File: config.mk
export PLATFORM = sky130hd
export DESIGN_NAME = gnos_lattice
export DESIGN_NICKNAME = d
export VERILOG_FILES = /design/src/sv/gnos_pkg.sv /design/src/sv/gnos_lattice.sv
export SDC_FILE = /design/constraint.sdc
export NUM_CORES = 1
export LEC_CHECK = 0
export BUFFER_PORTS_ARGS = -buffer_cell sky130_fd_sc_hd__buf_4
export CAP_MARGIN = 20
export CORE_UTILIZATION = 47
export DETAILED_ROUTE_END_ITERATION = 16
export PLACE_DENSITY = 0.76
export REMOVE_ABC_BUFFERS = 1
export SETUP_SLACK_MARGIN = 0.15
export SYNTH_ARGS = -nofsm -noshare
export SYNTH_HDL_FRONTEND = slang
export SYNTH_SLANG_ARGS = --single-unit
File: constraint.sdc
create_clock -name clk -period 2 [get_ports clk]
set_input_delay 0.1 -clock clk [delete_from_list [all_inputs] [get_ports clk]]
set_output_delay 0.1 -clock clk [all_outputs]
set_load 0.03 [all_outputs]
File: src/sv/gnos_pkg.sv
// Shared types and fixed-point constants of the gradient noise octave sum block.
package gnos_pkg;

	// Point coordinates are unsigned Q8.12
	localparam int COORD_W    = 20;
	localparam int FRAC_BITS  = 12;
	localparam int PREP_STEPS = COORD_W - FRAC_BITS;

	// Gradient components are signed Q1.14, three per table entry
	localparam int GRAD_W  = 16;
	localparam int ENTRY_W = 3 * GRAD_W;

	// Shared multiplier: signed 13-bit by signed 31-bit operands
	localparam int MUL_A_W = FRAC_BITS + 1;
	localparam int MUL_B_W = 31;
	localparam int PROD_W  = MUL_A_W + MUL_B_W;

	// Corner dot products and blended values, signed Q.26
	localparam int DOT_W = 30;

	// Weighted octave accumulator
	localparam int ACC_W    = 64;
	localparam int SUM_SHIFT = 30;
	localparam int WEIGHT_LOG2 = 16;

	// Output fields
	localparam int NOISE_W = 16;
	localparam int LEVEL_W = 4;

	// Opcodes of the command beat
	localparam logic OP_WRITE = 1'b0;
	localparam logic OP_EVAL  = 1'b1;

	// Control from the sequencer to the lattice tracker
	typedef struct packed {
		logic load;
		logic step;
	} lat_ctl_t;

endpackage

File: src/sv/gnos_lattice.sv
// Lattice tracker: coordinate fractions, cell residues and gradient table address.
module gnos_lattice #(
	parameter int GRID_SIZE = 64,
	localparam int AW = $clog2(GRID_SIZE * GRID_SIZE)
) (
	input  logic                                clk,
	input  gnos_pkg::lat_ctl_t                  ctl,
	input  logic [gnos_pkg::COORD_W-1:0]        point_x,
	input  logic [gnos_pkg::COORD_W-1:0]        point_y,
	input  logic [gnos_pkg::COORD_W-1:0]        point_z,
	input  logic [2:0]                          corner,
	output logic [gnos_pkg::FRAC_BITS-1:0]      t_x,
	output logic [gnos_pkg::FRAC_BITS-1:0]      t_y,
	output logic [gnos_pkg::FRAC_BITS-1:0]      t_z,
	output logic [AW-1:0]                       rd_addr
);

	localparam int RW = $clog2(GRID_SIZE);
	localparam logic [RW:0]   GR  = (RW + 1)'(GRID_SIZE);
	localparam logic [RW+1:0] G1  = (RW + 2)'(GRID_SIZE);
	localparam logic [RW+1:0] G2  = (RW + 2)'(2 * GRID_SIZE);
	localparam logic [AW-1:0] GA  = AW'(GRID_SIZE);
	localparam int CW = gnos_pkg::COORD_W;
	localparam int FB = gnos_pkg::FRAC_BITS;

	logic [CW-1:0] sx_q, sy_q, sz_q;
	logic [RW-1:0] rx_q, ry_q, rz_q;
	logic [RW-1:0] row, col;

	// Shift one more integer bit into a residue modulo the grid size
	function automatic logic [RW-1:0] shift_in(input logic [RW-1:0] r, input logic b);
		logic [RW:0] v;
		v = {r, b};
		if (v >= GR)
			v = v - GR;
		return v[RW-1:0];
	endfunction

	// Sum two residues and two corner bits, modulo the grid size
	function automatic logic [RW-1:0] wrap_sum(input logic [RW-1:0] a, input logic [RW-1:0] b,
			input logic da, input logic db);
		logic [RW+1:0] s;
		s = (RW + 2)'(a) + (RW + 2)'(b) + (RW + 2)'(da) + (RW + 2)'(db);
		if (s >= G2)
			s = s - G2;
		else if (s >= G1)
			s = s - G1;
		return s[RW-1:0];
	endfunction

	// Load the point, then move one bit from fraction to integer part per step
	always_ff @(posedge clk) begin
		if (ctl.load) begin
			sx_q <= point_x;
			sy_q <= point_y;
			sz_q <= point_z;
			rx_q <= '0;
			ry_q <= '0;
			rz_q <= '0;
		end else if (ctl.step) begin
			sx_q <= {sx_q[CW-2:0], 1'b0};
			sy_q <= {sy_q[CW-2:0], 1'b0};
			sz_q <= {sz_q[CW-2:0], 1'b0};
			rx_q <= shift_in(rx_q, sx_q[CW-1]);
			ry_q <= shift_in(ry_q, sy_q[CW-1]);
			rz_q <= shift_in(rz_q, sz_q[CW-1]);
		end
	end

	assign t_x = sx_q[CW-1 -: FB];
	assign t_y = sy_q[CW-1 -: FB];
	assign t_z = sz_q[CW-1 -: FB];

	// Table row from x and z, column from y and z
	assign row     = wrap_sum(rx_q, rz_q, corner[0], corner[2]);
	assign col     = wrap_sum(ry_q, rz_q, corner[1], corner[2]);
	assign rd_addr = AW'(row) * GA + AW'(col);

endmodule

# Yosys cells after proc, flatten, opt, wreduce, memory -nomap -nowiden
# Index checks and enable logic that the tools add are counted.
# Widths: inputs -> output; s select.
# word_totals
ff_bits	78
n_memories	0
ram_bits	0
latchBits	0
mem_bits_ro	0
out_inout_bits	48
wordCells	41
# classes
muxes	13
shifts	0
n_addsub	14
eq_ne	0
n_div	0
magnitude_cmp	7
n_bitwise	0
n_reduce_logical	1
n_mul	0
# ops
op	count
$mux 20	6
$mux 6	7
$sub 6x1->6 const B	7
$ge 7x7->1 const B	3
$add 7x1->8	2
$add 8x1->8	2
$ge 8x7->1 const B	2
$ge 8x8->1 const B	2
$add 6x6->7	2
$add 12x6->12	1
$reduce_bool 2->1	1

# Logic depth before layout (Yosys ltp)
# logic_depth
depth_word	7
mapped_depth	6
mapped_depth_nobuf	6

# Worst setup path before layout
# OpenSTA, ideal clock, no wires.
# synth_timing
path_type	reg-to-output
startpoint	reg rz_q[0]
endpoint	out rd_addr[4]
t_required_ps	1900
arrival_ps	2115
path_buffers	0
path_stages_with_launch	7
slack_ps	-215
path_cell_list	dfxtp_1 > fa_1 > ha_1 > fa_1 > a21o_2 > a21oi_1 > xnor2_1
# synth_via
elab_chain_len	7
word_cells_on_any_way	10
cone_classes	add/sub (6); order compare (2); mux (2)
# synth_lines
element	line_no	rtl
from (decl)	gnos_lattice.sv:27	logic [RW-1:0] rx_q, ry_q, rz_q;
from (signal assigned)	gnos_lattice.sv:66	rz_q <= shift_in(rz_q, sz_q[CW-1]);
$add 6x6->7 *	gnos_lattice.sv:43	s = (RW + 2)'(a) + (RW + 2)'(b) + (RW + 2)'(da) + (RW + 2)'(db);
$add 7x1->8 *	gnos_lattice.sv:43	
$add 8x1->8 *	gnos_lattice.sv:43	
$ge 8x7->1 or $sub 6x1->6 (tied branches)	gnos_lattice.sv:46, gnos_lattice.sv:45, gnos_lattice.sv:47	
$mux 6	gnos_lattice.sv:46	else if (s >= G1)
$mux 6 *	gnos_lattice.sv:44	if (s >= G2)
$add 12x6->12 *	gnos_lattice.sv:77	assign rd_addr = AW'(row) * GA + AW'(col);
to (decl)	gnos_lattice.sv:15	output logic [AW-1:0] rd_addr
# Mark *: on every way between the ends. The rest lies on a longest branch, timed or not.

# Worst setup path in the final report
# Ends and elaborated chain as after synthesis.

==> flow_summary.rst <==
.. list-table::
   :header-rows: 1

   * - Metric
     - Value
   * - Status
     - finished with violations
   * - Violated checks
     - setup timing
   * - Synth async-reset ratio
     - 0%
   * - Chip Width
     - 94.1 um
   * - Worst clock skew
     - 0.00398 ns
   * - Total Power Consumption
     - 0.00414 W
   * - Most used standard cells in the synthesized netlist
     - sky130_fd_sc_hd__edfxtp_1 (60), sky130_fd_sc_hd__mux2_2 (52), sky130_fd_sc_hd__buf_4 (36)
   * - Number of detailed-routing iterations run before antenna repair
     - 4
   * - Kind of critical path
     - reg2out
   * - Worst voltage drop across the vdd grid
     - 0.000530 V
   * - Total length of routed met2 wires
     - 3390 um
   * - Summed negative setup slack over all endpoints
     - -2.73 ns
   * - Wire length of the first global-routing pass
     - 10500 um
   * - Sum of met3 wire segment lengths after detailed routing
     - 465 um
   * - Top layer in use
     - met4
   * - Average routed wire per standard cell
     - 14.5 um
   * - Full die area
     - 8860 sq um
   * - Total track usage
     - 15.5%
   * - Detailed Route WL
     - 6800 um
   * - Initial core utilization
     - 48.5%
   * - Delay-heaviest family, CP
     - adder cells
   * - Pwr Density
     - 837 nW/um^2
   * - Detailed placer's ending HPWL
     - 4840 um
   * - Slew margin rel.
     - 74.8%
   * - Unrepaired setup endpoints after global routing
     - yes
   * - Via density per instance
     - 4.92
   * - Element type at the critical path end
     - output pin
   * - Total number of cells along the worst setup path
     - 7
   * - Antenna violations before repair
     - 0
   * - CTS root buffer
     - sky130_fd_sc_hd__clkbuf_8
   * - Worst reg-to-reg path cell count
     - 1
   * - Clock network latency to the later pin of the worst-skew pair
     - 0.34 ns
   * - Antenna Cells
     - 0
   * - Post-Synthesis Cells
     - 272
   * - Setup ws final
     - -0.439 ns
   * - Routed met1 length
     - 2850 um
   * - Data arrival time of the critical path
     - 2.34 ns
   * - Critical Path Start Type
     - flop
   * - Nets
     - 446
   * - Post-synthesis average cell area
     - 14.7 sq um
   * - Cell leakage power
     - 2.17 nW
   * - Hold Path Depth
     - 2
   * - Maximum clock rate
     - 0.410 GHz
   * - Area leader, netlist
     - sky130_fd_sc_hd__edfxtp_1
   * - Pin count of the biggest net entering global routing
     - 61
   * - Class of the tightest hold or removal check
     - in2reg
   * - Post-DP Area
     - 4670 sq um
   * - Area share of the largest cell type after synthesis
     - 45.2%
   * - Count of hold-fix buffers inserted at cts
     - 0
   * - Clock tree from TritonCTS
     - built
   * - Flops & latches, synth
     - 78
   * - Crit Path Max Fanout
     - 4
   * - Total buffers and inverters traversed by the critical path
     - 1
   * - Core footprint
     - 8220 sq um
   * - Count of unresolved DRC violations after routing
     - 0
   * - Post-route cell area
     - 4950 sq um
   * - Count of boundary I/O pins
     - 114
   * - Count of warnings emitted by yosys
     - 0
   * - Cell area after technology mapping
     - 3990 sq um
   * - Leading cell type by number of instances after synthesis
     - sky130_fd_sc_hd__edfxtp_1
   * - Ratio of cells with drive above 1 in the final layout
     - 55.9%
   * - Vias post-DR
     - 2303
   * - Max Buffers Root-to-Sink
     - 2
   * - Worst-path cell with the longest stage delay
     - sky130_fd_sc_hd__fa_1
   * - Number of hold violations in the final report
     - 0
   * - Synth top area cells
     - sky130_fd_sc_hd__edfxtp_1 (45%), sky130_fd_sc_hd__mux2_2 (15%), sky130_fd_sc_hd__dfxtp_1 (9.0%)
   * - Number of clock sinks
     - 78
   * - Final core utilization
     - 60.3%
   * - EDFF count, synth
     - 60
   * - Die Y
     - 94.1 um
   * - Clock-pin slew on the worst setup and hold paths
     - 0.08 ns
   * - Max capacitance violation total
     - 0
   * - Number of slew-limit violations in the final report
     - 0
   * - Area growth syn-to-layout
     - 24.2%
   * - Via count of the first global-routing pass
     - 2363
   * - Worst path max stage delay
     - 0.44 ns
   * - Worst Max-Slew Pin Slew
     - 0.378 ns
   * - Crit path time final
     - 2.44 ns
   * - Ordered list of cells on the worst path
     - fa_1 > ha_2 > fa_2 > a21o_2 > a21oi_2 > xnor2_1 > buf_4
   * - Final period utilization
     - 122%
   * - Post-synthesis sequential area ratio
     - 54.2%
   * - Unique cell type count in the Yosys netlist
     - 22
   * - Cell Rows
     - 33
   * - Most used flip-flop cell after synthesis
     - sky130_fd_sc_hd__edfxtp_1
   * - H-tree Lvls
     - 3
   * - Number of DRC markers in iteration 0
     - 33
   * - Number of buffers added by the clock tree synthesis step
     - 9
   * - Required time of the worst setup path
     - 1.90 ns
   * - Number of failing setup endpoints in the final timing report
     - 10
   * - GRT overflow
     - 0
   * - Count of antenna-violating nets left after detailed routing
     - 0
   * - Count of input and output buffers
     - 113
   * - RePlAce Congestion
     - 0.729
## final cells by class
type	count	area (sq um)
Clock buffer	10	128
Clock inverter	6	110
Fill cell	657	3260
Multi-Input combinational cell	147	1470
Tap cell	105	131
Sequential cell	78	2170
Timing Repair Buffer	122	952
## per-layer routing
metal / track usage, % / vias to the layer above
met4: 6.92 / 0
met1: 18.1 / 1097
met2: 26.3 / 75
li1: - / 1123
met3: 4.37 / 8
met5: 0 / -
## power by group
| group | switching [W] | internal [W] |
|---|---|---|
| Sequential | 0.0000640 | 0.00191 |
| Combinational | 0.000400 | 0.000377 |
| Clock | 0.000562 | 0.000827 |
## stage by stage
stage	worst slack [ns]	hold WS (ns)	cells
final	-0.439	0.0455	468
after global routing	-0.508	0.0451	468
after CTS	-0.478	0.0301	468
after detailed placement	-0.276	0.393	451
after global placement	-0.228	0.387	451
after floorplan	-0.215	0.172	225
## registers in the layout, summed over array words and instances (netlist names)
name,flops
sz_q,20
rx_q,6
rz_q,6
sy_q,20
sx_q,20
ry_q,6
## cell families (layout without fill, tap and decap cells)
family | Yosys count | in the layout | synth area share (%)
AOI/OAI and AO/OA | 16 | 16 | 2.98
and+or+nand+nor | 22 | 22 | 2.32
buffers and inverters | 47 | 138 | 9.57
muxes | 75 | 75 | 20.6
DFF | 78 | 78 | 54.2
xor gates and xnor gates | 12 | 12 | 2.64
adders and majority gates | 22 | 22 | 7.66
## path summary, 6_finish.rpt
check              from    endpoint  slack (ns)
max             rz_q[0]  rd_addr[4]       -0.44
max reg2reg    sx_q[14]    sx_q[15]        1.04
min          point_x[0]     sx_q[0]        0.05
min reg2reg     ry_q[4]     ry_q[4]        0.53
## placed cells by master (no fill, tap or decap)
cell type and count:
sky130_fd_sc_hd__buf_12 2, sky130_fd_sc_hd__ha_2 2, sky130_fd_sc_hd__clkinvlp_4 2, sky130_fd_sc_hd__fa_1 2
sky130_fd_sc_hd__a21o_2 1, sky130_fd_sc_hd__a21oi_1 1, sky130_fd_sc_hd__dfxtp_4 1, sky130_fd_sc_hd__mux2_1 5
sky130_fd_sc_hd__a21oi_2 5, sky130_fd_sc_hd__or2_2 1, sky130_fd_sc_hd__a21o_1 3, sky130_fd_sc_hd__edfxtp_1 60
sky130_fd_sc_hd__ha_1 16, sky130_fd_sc_hd__clkbuf_1 1, sky130_fd_sc_hd__o21bai_1 2, sky130_fd_sc_hd__bufinv_16 3
sky130_fd_sc_hd__dfxtp_1 17, sky130_fd_sc_hd__buf_6 3, sky130_fd_sc_hd__buf_4 117, sky130_fd_sc_hd__nor2_1 18
sky130_fd_sc_hd__and2_1 3, sky130_fd_sc_hd__clkbuf_8 9, sky130_fd_sc_hd__xnor2_1 10, sky130_fd_sc_hd__xor2_1 2
sky130_fd_sc_hd__mux2i_1 18, sky130_fd_sc_hd__o21ai_0 2, sky130_fd_sc_hd__fa_2 2, sky130_fd_sc_hd__clkinv_2 1
sky130_fd_sc_hd__mux2_2 52, sky130_fd_sc_hd__a211oi_2 2
## repair_timing
| item | 4_1_cts | 5_1_grt |
|---|---|---|
| endpoints found under the setup margin | 10 | 10 |
| gates cloned | 0 | 0 |
| setup buffers | 1 | 0 |
| gates resized for setup | 11 | 1 |
| pin swaps | 10 | 5 |
Power figures use the tool's default switching activity.
